**config.mk**
```make
export PLATFORM = sky130hd
export DESIGN_NAME = greek_dead_key_translator
export DESIGN_NICKNAME = d
export VERILOG_FILES = /design/src/rtl/gdk_pkg.sv /design/src/rtl/gdk_xlate.sv /design/src/rtl/greek_dead_key_translator.sv
export VERILOG_INCLUDE_DIRS = /design/src /design/src/rtl
export SDC_FILE = /design/constraint.sdc
export NUM_CORES = 1
export LEC_CHECK = 0
export ABC_CLOCK_PERIOD_IN_PS = 2940
export BUFFER_PORTS_ARGS = -buffer_cell sky130_fd_sc_hd__buf_2
export CORE_UTILIZATION = 45
export CTS_BUF_LIST = sky130_fd_sc_hd__clkbuf_8 sky130_fd_sc_hd__clkbuf_16
export DETAILED_ROUTE_END_ITERATION = 8
export PLACE_DENSITY_LB_ADDON = 0.08
export SYNTH_ARGS = -nofsm -noshare
export SYNTH_HDL_FRONTEND = slang
export SYNTH_SLANG_ARGS = --single-unit
```
**constraint.sdc**
```tcl
create_clock -name clk -period 2.94 [get_ports clk]
set_clock_uncertainty 0.2 [all_clocks]
set_input_delay 0.294 -clock clk [delete_from_list [all_inputs] [get_ports clk]]
set_output_delay 0.294 -clock clk [all_outputs]
set_load 0.005 [all_outputs]
```
**src/rtl/greek_dead_key_translator_defines.svh**
```systemverilog
// Assertion macros for the Greek dead-key translator RTL.
`ifndef GREEK_DEAD_KEY_TRANSLATOR_DEFINES_SVH
`define GREEK_DEAD_KEY_TRANSLATOR_DEFINES_SVH

// Check that a condition implies another in the same cycle.
`define GDK_ASSERT_SAME(lbl, ante, cons) \
  lbl: assert property (@(posedge clk) disable iff (rst) (ante) |-> (cons)) \
    else $error("gdk same-cycle check failed");

// Check that a condition implies another in the next cycle.
`define GDK_ASSERT_NEXT(lbl, ante, cons) \
  lbl: assert property (@(posedge clk) disable iff (rst) (ante) |=> (cons)) \
    else $error("gdk next-cycle check failed");

`endif

```
**src/rtl/gdk_pkg.sv**
```systemverilog
// Types, key codes and letter tables for the Greek dead-key translator.
package gdk_pkg;

  // Layout and pending diacritic state
  typedef struct packed {
    logic       greek;
    logic [1:0] marks;
  } gdk_state_t;

  // One translated result
  typedef struct packed {
    logic        pressed;
    logic [15:0] value;
  } gdk_result_t;

  // Special key bytes
  localparam logic [7:0] KEY_NONE      = 8'h00;
  localparam logic [7:0] KEY_EXTENDED  = 8'hE0;
  localparam logic [7:0] KEY_SPACE     = 8'h20;
  localparam logic [7:0] KEY_DOLLAR    = 8'h24;
  localparam logic [7:0] KEY_DIALYTIKA = 8'h04;
  localparam logic [7:0] KEY_ENTER     = 8'h0D;
  localparam logic [7:0] KEY_LO_A      = 8'h61;
  localparam logic [7:0] KEY_LO_Z      = 8'h7A;
  localparam logic [7:0] KEY_UP_A      = 8'h41;
  localparam logic [7:0] KEY_UP_Z      = 8'h5A;
  localparam logic [7:0] KEY_LO_Q      = 8'h71;
  localparam logic [7:0] KEY_UP_Q      = 8'h51;
  localparam logic [7:0] CHR_SEMICOLON = 8'h3B;
  localparam logic [7:0] CHR_COLON     = 8'h3A;
  localparam logic [15:0] VAL_ENTER    = 16'd10;

  // Mark bits
  localparam logic [1:0] MARK_TONOS     = 2'b01;
  localparam logic [1:0] MARK_DIALYTIKA = 2'b10;
  localparam logic [1:0] MARK_BOTH      = 2'b11;

  // Matrix row bits
  localparam int ROW_ALT_BIT   = 4;
  localparam int ROW_SPACE_BIT = 5;

  // Encode a code point below 0x400 as a UTF-8 pair, lead byte low
  function automatic logic [15:0] utf8_pair(input logic [9:0] cp);
    utf8_pair = {2'b10, cp[5:0], 4'b1100, cp[9:6]};
  endfunction

  // Greek code point for a Latin letter index, lower case
  function automatic logic [9:0] lower_cp(input logic [4:0] idx);
    case (idx)
      5'd0:  lower_cp = 10'h3B1;
      5'd1:  lower_cp = 10'h3B2;
      5'd2:  lower_cp = 10'h3C8;
      5'd3:  lower_cp = 10'h3B4;
      5'd4:  lower_cp = 10'h3B5;
      5'd5:  lower_cp = 10'h3C6;
      5'd6:  lower_cp = 10'h3B3;
      5'd7:  lower_cp = 10'h3B7;
      5'd8:  lower_cp = 10'h3B9;
      5'd9:  lower_cp = 10'h3BE;
      5'd10: lower_cp = 10'h3BA;
      5'd11: lower_cp = 10'h3BB;
      5'd12: lower_cp = 10'h3BC;
      5'd13: lower_cp = 10'h3BD;
      5'd14: lower_cp = 10'h3BF;
      5'd15: lower_cp = 10'h3C0;
      5'd17: lower_cp = 10'h3C1;
      5'd18: lower_cp = 10'h3C3;
      5'd19: lower_cp = 10'h3C4;
      5'd20: lower_cp = 10'h3B8;
      5'd21: lower_cp = 10'h3C9;
      5'd22: lower_cp = 10'h3C2;
      5'd23: lower_cp = 10'h3C7;
      5'd24: lower_cp = 10'h3C5;
      5'd25: lower_cp = 10'h3B6;
      default: lower_cp = 10'h000;
    endcase
  endfunction

  // Greek code point for a Latin letter index, upper case
  function automatic logic [9:0] upper_cp(input logic [4:0] idx);
    case (idx)
      5'd0:  upper_cp = 10'h391;
      5'd1:  upper_cp = 10'h392;
      5'd2:  upper_cp = 10'h3A8;
      5'd3:  upper_cp = 10'h394;
      5'd4:  upper_cp = 10'h395;
      5'd5:  upper_cp = 10'h3A6;
      5'd6:  upper_cp = 10'h393;
      5'd7:  upper_cp = 10'h397;
      5'd8:  upper_cp = 10'h399;
      5'd9:  upper_cp = 10'h39E;
      5'd10: upper_cp = 10'h39A;
      5'd11: upper_cp = 10'h39B;
      5'd12: upper_cp = 10'h39C;
      5'd13: upper_cp = 10'h39D;
      5'd14: upper_cp = 10'h39F;
      5'd15: upper_cp = 10'h3A0;
      5'd17: upper_cp = 10'h3A1;
      5'd18: upper_cp = 10'h3A3;
      5'd19: upper_cp = 10'h3A4;
      5'd20: upper_cp = 10'h398;
      5'd21: upper_cp = 10'h3A9;
      5'd22: upper_cp = 10'h3A3;
      5'd23: upper_cp = 10'h3A7;
      5'd24: upper_cp = 10'h3A5;
      5'd25: upper_cp = 10'h396;
      default: upper_cp = 10'h000;
    endcase
  endfunction

  // Plain Greek mapping of a key byte
  function automatic logic [15:0] plain_greek(input logic [7:0] key);
    logic [7:0] lo_off;
    logic [7:0] up_off;
    lo_off = key - KEY_LO_A;
    up_off = key - KEY_UP_A;
    if (key == KEY_LO_Q) begin
      plain_greek = {8'h00, CHR_SEMICOLON};
    end else if (key == KEY_UP_Q) begin
      plain_greek = {8'h00, CHR_COLON};
    end else if (key >= KEY_LO_A && key <= KEY_LO_Z) begin
      plain_greek = utf8_pair(lower_cp(lo_off[4:0]));
    end else if (key >= KEY_UP_A && key <= KEY_UP_Z) begin
      plain_greek = utf8_pair(upper_cp(up_off[4:0]));
    end else begin
      plain_greek = {8'h00, key};
    end
  endfunction

  // Accented code point for a key and mark set, zero when none exists
  function automatic logic [9:0] accented_cp(input logic [7:0] key, input logic [1:0] marks);
    accented_cp = 10'h000;
    if (marks == MARK_TONOS) begin
      case (key)
        8'h61:   accented_cp = 10'h3AC; // a
        8'h65:   accented_cp = 10'h3AD; // e
        8'h68:   accented_cp = 10'h3AE; // h
        8'h69:   accented_cp = 10'h3AF; // i
        8'h6F:   accented_cp = 10'h3CC; // o
        8'h79:   accented_cp = 10'h3CD; // y
        8'h76:   accented_cp = 10'h3CE; // v
        8'h41:   accented_cp = 10'h386; // A
        8'h45:   accented_cp = 10'h388; // E
        8'h48:   accented_cp = 10'h389; // H
        8'h49:   accented_cp = 10'h38A; // I
        8'h4F:   accented_cp = 10'h38C; // O
        8'h59:   accented_cp = 10'h38E; // Y
        8'h56:   accented_cp = 10'h38F; // V
        default: accented_cp = 10'h000;
      endcase
    end else if (marks == MARK_DIALYTIKA || marks == MARK_BOTH) begin
      case (key)
        8'h69:   accented_cp = (marks == MARK_BOTH) ? 10'h390 : 10'h3CA; // i
        8'h79:   accented_cp = (marks == MARK_BOTH) ? 10'h3B0 : 10'h3CB; // y
        8'h49:   accented_cp = 10'h3AA; // I
        8'h59:   accented_cp = 10'h3AB; // Y
        default: accented_cp = 10'h000;
      endcase
    end
  endfunction

endpackage

```
**src/rtl/gdk_xlate.sv**
```systemverilog
// Combinational key translation and next-state logic for one poll.
module gdk_xlate (
  input  logic                read_ok,
  input  logic [7:0]          key_code,
  input  logic                matrix_ok,
  input  logic [7:0]          matrix_row0,
  input  gdk_pkg::gdk_state_t state,
  output gdk_pkg::gdk_state_t state_next,
  output gdk_pkg::gdk_result_t result
);
  import gdk_pkg::*;

  logic       ignore;
  logic       toggle;
  logic       dead_tonos;
  logic       dead_dial;
  logic [9:0] acc_cp;

  // Classify the request
  assign ignore     = !read_ok || key_code == KEY_NONE || key_code == KEY_EXTENDED;
  assign toggle     = key_code == KEY_SPACE && matrix_ok &&
                      matrix_row0[ROW_ALT_BIT] && matrix_row0[ROW_SPACE_BIT];
  assign dead_tonos = state.greek && key_code == KEY_DOLLAR;
  assign dead_dial  = state.greek && key_code == KEY_DIALYTIKA;
  assign acc_cp     = accented_cp(key_code, state.marks);

  // Pick the result and the new layout and marks
  always_comb begin
    state_next     = state;
    result.pressed = 1'b0;
    result.value   = 16'h0000;
    if (ignore) begin
      state_next = state;
    end else if (toggle) begin
      state_next.greek = !state.greek;
      state_next.marks = 2'b00;
    end else if (dead_tonos) begin
      state_next.marks = state.marks | MARK_TONOS;
    end else if (dead_dial) begin
      state_next.marks = state.marks | MARK_DIALYTIKA;
    end else begin
      result.pressed   = 1'b1;
      state_next.marks = 2'b00;
      if (key_code == KEY_ENTER) begin
        result.value = VAL_ENTER;
      end else if (state.greek) begin
        if (state.marks != 2'b00 && acc_cp != 10'h000) begin
          result.value = utf8_pair(acc_cp);
        end else begin
          result.value = plain_greek(key_code);
        end
      end else if (key_code == KEY_DIALYTIKA) begin
        result.value = {8'h00, KEY_DOLLAR};
      end else begin
        result.value = {8'h00, key_code};
      end
    end
  end

endmodule

```
**src/rtl/greek_dead_key_translator.sv**
```systemverilog
// Top level of the Greek dead-key translator: input register, state, result register.
//
//   channel | direction | handshake            | payload
//   --------+-----------+----------------------+-------------------------------------------
//   in      | input     | in_valid / in_stall  | read_ok, key_code, matrix_ok, matrix_row0
//   out     | output    | out_valid / out_stall| pressed, key_value, greek_active,
//           |           |                      | marks_pending
//
// One request per cycle sustained while out_stall is low; a taken request is held in the input
// register and then moves into the result register. The translation is combinational logic between them.
// Layout and marks advance when a request moves into the result register.
// out_stall holds the result register and, once the input register is full, raises in_stall.
// Reset (rst, synchronous) empties both stages and selects English with no marks pending.
module greek_dead_key_translator (
  input  logic        clk,
  input  logic        rst,
  input  logic        in_valid,
  output logic        in_stall,
  input  logic        read_ok,
  input  logic [7:0]  key_code,
  input  logic        matrix_ok,
  input  logic [7:0]  matrix_row0,
  output logic        out_valid,
  input  logic        out_stall,
  output logic        pressed,
  output logic [15:0] key_value,
  output logic        greek_active,
  output logic [1:0]  marks_pending
);
  import gdk_pkg::*;

  `include "greek_dead_key_translator_defines.svh"

  logic        s1_valid;
  logic        s1_read_ok;
  logic [7:0]  s1_key;
  logic        s1_matrix_ok;
  logic [7:0]  s1_row0;
  gdk_state_t  state;
  gdk_state_t  state_next;
  gdk_result_t result;
  logic        s1_load;
  logic        s2_load;

  // Advance the pipeline when the next stage has room
  assign s2_load  = s1_valid && (!out_valid || !out_stall);
  assign in_stall = s1_valid && !s2_load;
  assign s1_load  = in_valid && !in_stall;

  gdk_xlate u_xlate (
    .read_ok     (s1_read_ok),
    .key_code    (s1_key),
    .matrix_ok   (s1_matrix_ok),
    .matrix_row0 (s1_row0),
    .state       (state),
    .state_next  (state_next),
    .result      (result)
  );

  // Hold the accepted request
  always_ff @(posedge clk) begin
    if (rst) begin
      s1_valid <= 1'b0;
    end else if (s1_load) begin
      s1_valid <= 1'b1;
    end else if (s2_load) begin
      s1_valid <= 1'b0;
    end
    if (s1_load) begin
      s1_read_ok   <= read_ok;
      s1_key       <= key_code;
      s1_matrix_ok <= matrix_ok;
      s1_row0      <= matrix_row0;
    end
  end

  // Update layout and marks as each request is translated
  always_ff @(posedge clk) begin
    if (rst) begin
      state <= '0;
    end else if (s2_load) begin
      state <= state_next;
    end
  end

  // Load the result register, drop it once taken
  always_ff @(posedge clk) begin
    if (rst) begin
      out_valid <= 1'b0;
    end else if (s2_load) begin
      out_valid <= 1'b1;
    end else if (!out_stall) begin
      out_valid <= 1'b0;
    end
    if (s2_load) begin
      pressed       <= result.pressed;
      key_value     <= result.value;
      greek_active  <= state_next.greek;
      marks_pending <= state_next.marks;
    end
  end

  `GDK_ASSERT_SAME(a_release_zero, out_valid && !pressed, key_value == 16'h0000)
  `GDK_ASSERT_SAME(a_out_matches_state, out_valid, greek_active == state.greek && marks_pending == state.marks)
  `GDK_ASSERT_NEXT(a_state_hold, !s2_load, $stable(state))
  `GDK_ASSERT_SAME(a_stall_needs_full, in_stall, s1_valid && out_valid && out_stall)

endmodule

```
# Yosys cells after proc, flatten, opt, wreduce, memory -nomap -nowiden
# Memories as Yosys holds them, arrays and structs flattened.
# Cells that the tools add are included.
dict set report word_totals {
  ff_bits 41
  rom_bits 608
  input_bits 22
  output_inout_bits 22
  word_cells 98
  mem_count 2
}
# memory words word_bits rd rd_clocked_by_memory_dff write_ports line_no
set memory_table {}
lappend memory_table {{(no name shown)} 32 10 1 0 0 gdk_pkg.sv:49} ;# case (idx)
lappend memory_table {{(no name shown)} 32 9 1 0 0 gdk_pkg.sv:81} ;# case (idx)
dict set report classes {
  addsub 2
  n_lt_le_gt_ge 4
  n_eq_ne 25
  n_mux 24
  reduce_logical 28
}
# cell count
set op_table {}
lappend op_table {{10-bit one-hot mux with 14 select lines} 1}
lappend op_table {{8-bit by 7-bit == test with 1-bit output, second input constant} 16}
lappend op_table {{16-bit 2-to-1 mux} 7}
lappend op_table {{10-bit one-hot mux with 4 select lines} 1}
lappend op_table {{10-bit 2-to-1 mux} 2}
lappend op_table {{17-bit 2-to-1 mux} 1}
lappend op_table {{8-bit by 6-bit == test with 1-bit output, second input constant} 2}
lappend op_table {{8-bit by 7-bit >= comparator with 1-bit output, second input constant} 2}
lappend op_table {{8-bit by 7-bit <= comparator with 1-bit output, second input constant} 2}
lappend op_table {{7-bit 2-to-1 mux} 2}
lappend op_table {{1-bit logical AND} 11}
lappend op_table {{10-bit nonzero test} 1}
lappend op_table {{5-bit by 1-bit subtractor with 5-bit output, second input constant} 2}
lappend op_table {{8-bit by 3-bit == test with 1-bit output, second input constant} 1}
lappend op_table {{8-bit by 4-bit == test with 1-bit output, second input constant} 1}
lappend op_table {{8-bit == test, second input constant} 1}
lappend op_table {{8-bit logical NOT} 1}
lappend op_table {{8-bit 2-to-1 mux} 1}
lappend op_table {{1-bit logical NOT} 6}
lappend op_table {{2-bit 2-to-1 mux} 3}
lappend op_table {{1-bit 2-to-1 mux} 5}
lappend op_table {{5-bit OR reduction} 1}
lappend op_table {{2-bit == test, second input constant} 2}
lappend op_table {{1-bit logical OR} 4}
lappend op_table {{6 further kinds} 7}

# Logic depth before layout (Yosys ltp)
dict set report logic_depth {
  depth_word 11
  depth_mapped 11
  ltp_nobuf 9
}

# Hierarchy
# From an unflattened synthesis, not the netlist that was laid out.
dict set report unflattened {
  cells_unflattened 290
  hier_area_um2 2955.3
}
# module n_inst cells_per_inst area_per_inst_um2 seq_area_each_um2
set by_module_without_submodules {}
lappend by_module_without_submodules {gdk_xlate 1 230 1597.8 0.0}
lappend by_module_without_submodules {greek_dead_key_translator 1 60 1357.6 1241.2}

# Least setup slack after synthesis
# No wires, ideal clock.
dict set report synth_timing {
  kind {flip-flop to flip-flop}
  startpoint {register s1_key[0]}
  endpoint {register key_value[10], data pin}
  setup_time_ps 140
  t_arrival_ps 2760
  required_ps 2600
  path_slack_ps -161
  path_stages_with_launch 12
  n_path_buf 3
  synth_period_minus_slack_ps 3101
  cell_sequence {edfxtp_1 > clkbuf_1 > inv_1 > ha_1 > clkbuf_1 > and3_1 > o21ai_1 > o2111ai_1 > and2_1 > buf_6 > or4_4 > a21oi_2}
}
dict set report synth_via {
  elab_chain_cells 8
  elab_cells_between_ends 52
  classes_between {2 x add/sub; 4 x order compare; 21 x eq/ne; 10 x mux; 13 x reduce/logical; 2 x memory}
}
# element line_no
set synth_lines {}
lappend synth_lines {{start, declared} greek_dead_key_translator.sv:36} ;# logic [7:0] s1_key;
lappend synth_lines {{start signal, assigned} greek_dead_key_translator.sv:71} ;# s1_key <= key_code;
lappend synth_lines {{5-bit by 1-bit subtractor with 5-bit output, or another cell as far along} {gdk_pkg.sv:115, gdk_pkg.sv:116}}
lappend synth_lines {{memory read 32 x 9 bit, or another cell as far along} -}
lappend synth_lines {{16-bit 2-to-1 mux / 10-bit 2-to-1 mux (equally long branches)} {gdk_pkg.sv:123, gdk_pkg.sv:151}}
lappend synth_lines {{16-bit 2-to-1 mux / 10-bit 2-to-1 mux (equally long branches)} {gdk_pkg.sv:121, gdk_pkg.sv:133}}
lappend synth_lines {{16-bit 2-to-1 mux / 10-bit nonzero test (equally long branches)} {gdk_pkg.sv:119, gdk_xlate.sv:47}}
lappend synth_lines {{16-bit 2-to-1 mux / 1-bit logical AND (equally long branches)} {gdk_pkg.sv:117, gdk_xlate.sv:47}}
lappend synth_lines {{16-bit 2-to-1 mux} gdk_xlate.sv:47} ;# if (state.marks != 2'b00 && acc_cp != 10'h000) begin
lappend synth_lines {{16-bit 2-to-1 mux} gdk_xlate.sv:46} ;# end else if (state.greek) begin
lappend synth_lines {{end signal, assigned} greek_dead_key_translator.sv:97} ;# key_value <= result.value;
lappend synth_lines {{end, declared} greek_dead_key_translator.sv:26} ;# output logic [15:0] key_value,
# Parallel ways exist; a longest one is shown, timed or not.
# A chain may end at the register's enable or synchronous reset.

# Worst setup path in the final report
dict set report layout_timing {
  startpoint {register s1_key[1]}
  endpoint {register key_value[10], data pin}
}
# The elaborated chain is that of the path after synthesis.

==> metrics <==
synth top area cells=edfxtp_1 34%, a21oi_1 4.6%, ha_1 4.2%; I/O pin count=44; synth cell count leaders=31 x edfxtp_1, 25 x a21oi_1, 23 x nor2_1; max-cap violation count=0; worst rel slew slack=62.13%; Initial Utilization=47.86%; P_sw=350.5 uW; final instance area=3356 sq um; VDD IR-drop max=0.3802 mV; placed instance area=3099 sq um; clock network power share=35.2%; Root Driver=clkbuf_8; Post-synth ARST share=0%; fmax=0.3594 GHz; DRC marker count from the first detailed-route iteration=240; largest net degree at the start of global routing=29; CP Max Fanout=16; FF+latch area=1031 sq um; vias in the first global route=2196; final core occ=59.48%; DR vias/cell=5.783; Die X=79.46 um; initial antenna violation count=0; Comb power frac=21.0%; Syn Nets=321; Die Area=6314 sq um; # rows=27; Vias=2481; sequential area share after synthesis=38.18%; post-CTS setup buffer count=0; Pre-Repair DR Iteration Count=5; Bufs on Longest Clock Path=2; Clock Sinks=36; r2r startpoint=s1_key[1]; Post-synth EDFFs=31; status=finished clean; Overflow after GRT=0; R2R depth=8; CTS tree=built; Post-Syn Instances=290; Worst-path clk slew=0.07 ns; WL/cell=15.66 um; fillers=506; setup violators final=0; Mapped Area=2700 sq um; synthesized area per cell=9.311 sq um; HP Start=in_valid; Pins Over Slew Limit=0; gr usage total=22.48%; antenna viol nets, final=0; crit end category=register; DR DRC count=0; M1 wire length=3229 um; most frequent cell after synthesis=edfxtp_1; multi-input logic area=1536 sq um; ratio of cells with drive above 1 in the final layout=27.17%; number of CTS-inserted buffers=5; Cell Pwr Density=404.5 nW/um^2; Die Span Y=79.46 um; Min-Delay Endpoint=s1_valid; Pint=1007 uW; core area=5642 sq um; number of nets in the layout=387; #FFs+latches synth=36; post-layout min period=2.782 ns; worst hold stages=3; diode count=0; CP Launch Type=register; FF-to-FF End=key_value[10]; R2R Setup Slk=0.16 ns; leading area contributor after synthesis=edfxtp_1; Final Hold Fails=0; global placement routability congestion=0.8941; Routed met3 length=369 um; first-pass GRT wire length=10770 um; # H-tree levels=2; Flop pwr share=43.9%; critical path data required time=2.90 ns; number of port buffers=36; Setup WS pre-CTS=0.1602 ns; Leakage=0.001291 uW; Slew @ Worst Pin=0.5634 ns; Area Overhead vs Synth=24.28%; Final Cycle Share=94.63%; worst setup path class=reg2reg; RSZ-0062 raised after global routing=no; Sw Ratio=25.82%; Worst Setup Slack, final=0.1580 ns; arrival time worst endpoint=2.74 ns; Power, Total=1357 uW; Hold WC Path Type=in2reg; total wire length=6720 um; hpwl dp=4921 um; highest metal used=met4; met2 wire len=3030 um; Synth top area share=34.48%; Clk Latency, worst-skew pair=0.30 ns; post-synth cell types=75; Yosys warning count=0; crit path from=s1_key[1]; Post-Route Setup TNS=0 ns; dominant synthesized flop cell=edfxtp_1
## repair_timing
item	in CTS	in global routing
setup endpoints to repair	0	7
gates resized for setup	0	5
endpoints found under the hold margin	12	0
hold buffers	12	0
## placed cells by master (no fill, tap or decap), types with 3 or more instances in the layout
cell / Yosys / routed
a211oi_1: 7 / 7
a21o_1: 3 / 3
a21oi_1: 25 / 24
a221oi_1: 3 / 3
a31oi_1: 5 / 5
and3_1: 5 / 5
buf_2: 3 / 36
buf_4: 2 / 29
clkbuf_8: 0 / 7
dfxtp_1: 5 / 5
dlygate4sd3_1: 0 / 12
edfxtp_1: 31 / 31
ha_1: 9 / 8
inv_1: 9 / 9
nand2_1: 21 / 21
nand2b_1: 4 / 4
nand3_1: 10 / 10
nand3b_1: 3 / 3
nor2_1: 23 / 23
nor2b_1: 6 / 6
nor3_1: 6 / 6
nor4_1: 3 / 3
o211ai_1: 3 / 3
o21ai_0: 18 / 18
o2bb2ai_1: 3 / 3
or3_1: 3 / 3
xnor2_1: 5 / 5
## power by group through the flow
stage	Clock (uW)	Sequential, uW	Combinational (uW)
detailed placement	0	607	265
finish	477	595	284
CTS	481	595	279
global placement	0	606	264
floorplan	0	607	176
global route	496	599	309
## cell families (layout without fill, tap and decap cells)
kind of cell             Yosys count  in the layout  synth area share (%)
other                              1              1                0.1389
multiplexers                       5              5                 1.993
buffers and inverters             28             95                 5.421
adder cells (fa/ha/maj)            9              9                 4.171
XOR/XNOR                           5              5                 1.622
flip-flops                        36             36                 38.18
AND/OR/NAND/NOR                  109            109                 23.59
AO/OA/AOI/OAI                     97             97                 24.89
## critical path, stage by stage (launching register included)
cell and delay, ns:
edfxtp_1 0.38, buf_4 0.22, ha_1 0.24, and3_1 0.20
o21ai_1 0.21, o2111ai_1 0.26, and2_4 0.28, or4_4 0.53
a21oi_2 0.14
## worst max path at each step
stage | end | slack [ns] | cells after the start
floorplan | key_value[10] | -0.01 | 11
global placement | key_value[1] | 0.18 | 8
detailed placement | key_value[1] | 0.16 | 8
CTS | key_value[10] | 0.11 | 8
global route | key_value[9] | 0.04 | 7
finish | key_value[10] | 0.16 | 8
## state kept, by name, summed over array words and instances (netlist names)
| register | count |
|---|---|
| out_valid | 1 |
| s1_matrix_ok | 1 |
| s1_key | 8 |
| state | 3 |
| s1_row0 | 2 |
| key_value | 15 |
| pressed | 1 |
| greek_active | 1 |
| s1_valid | 1 |
| marks_pending | 2 |
| s1_read_ok | 1 |
## per-stage QoR
step | cells | hold slack, ns
after floorplan | 290 | 0.1664
after global placement | 409 | 0.2575
after detailed placement | 409 | 0.2721
after CTS | 429 | 0.01622
after global routing | 429 | 0.03181
final | 429 | 0.01499
## per-layer routing
layer | up-vias | GRT usage (%)
met5 | - | 0
met1 | 1141 | 31.28
li1 | 1238 | -
met4 | 0 | 6.182
met3 | 12 | 4.114
met2 | 90 | 35.47
## cell type report
class / count / area share [%]
Inverter: 9 / 1.007
Timing Repair Buffer: 78 / 16.03
Clock buffer: 7 / 2.871
Clock inverter: 1 / 0.8949
Multi-Input combinational cell: 226 / 45.79
Sequential cell: 36 / 30.72
Tap cell: 72 / 2.685
No activity file was read; power rests on OpenSTA's default activity.
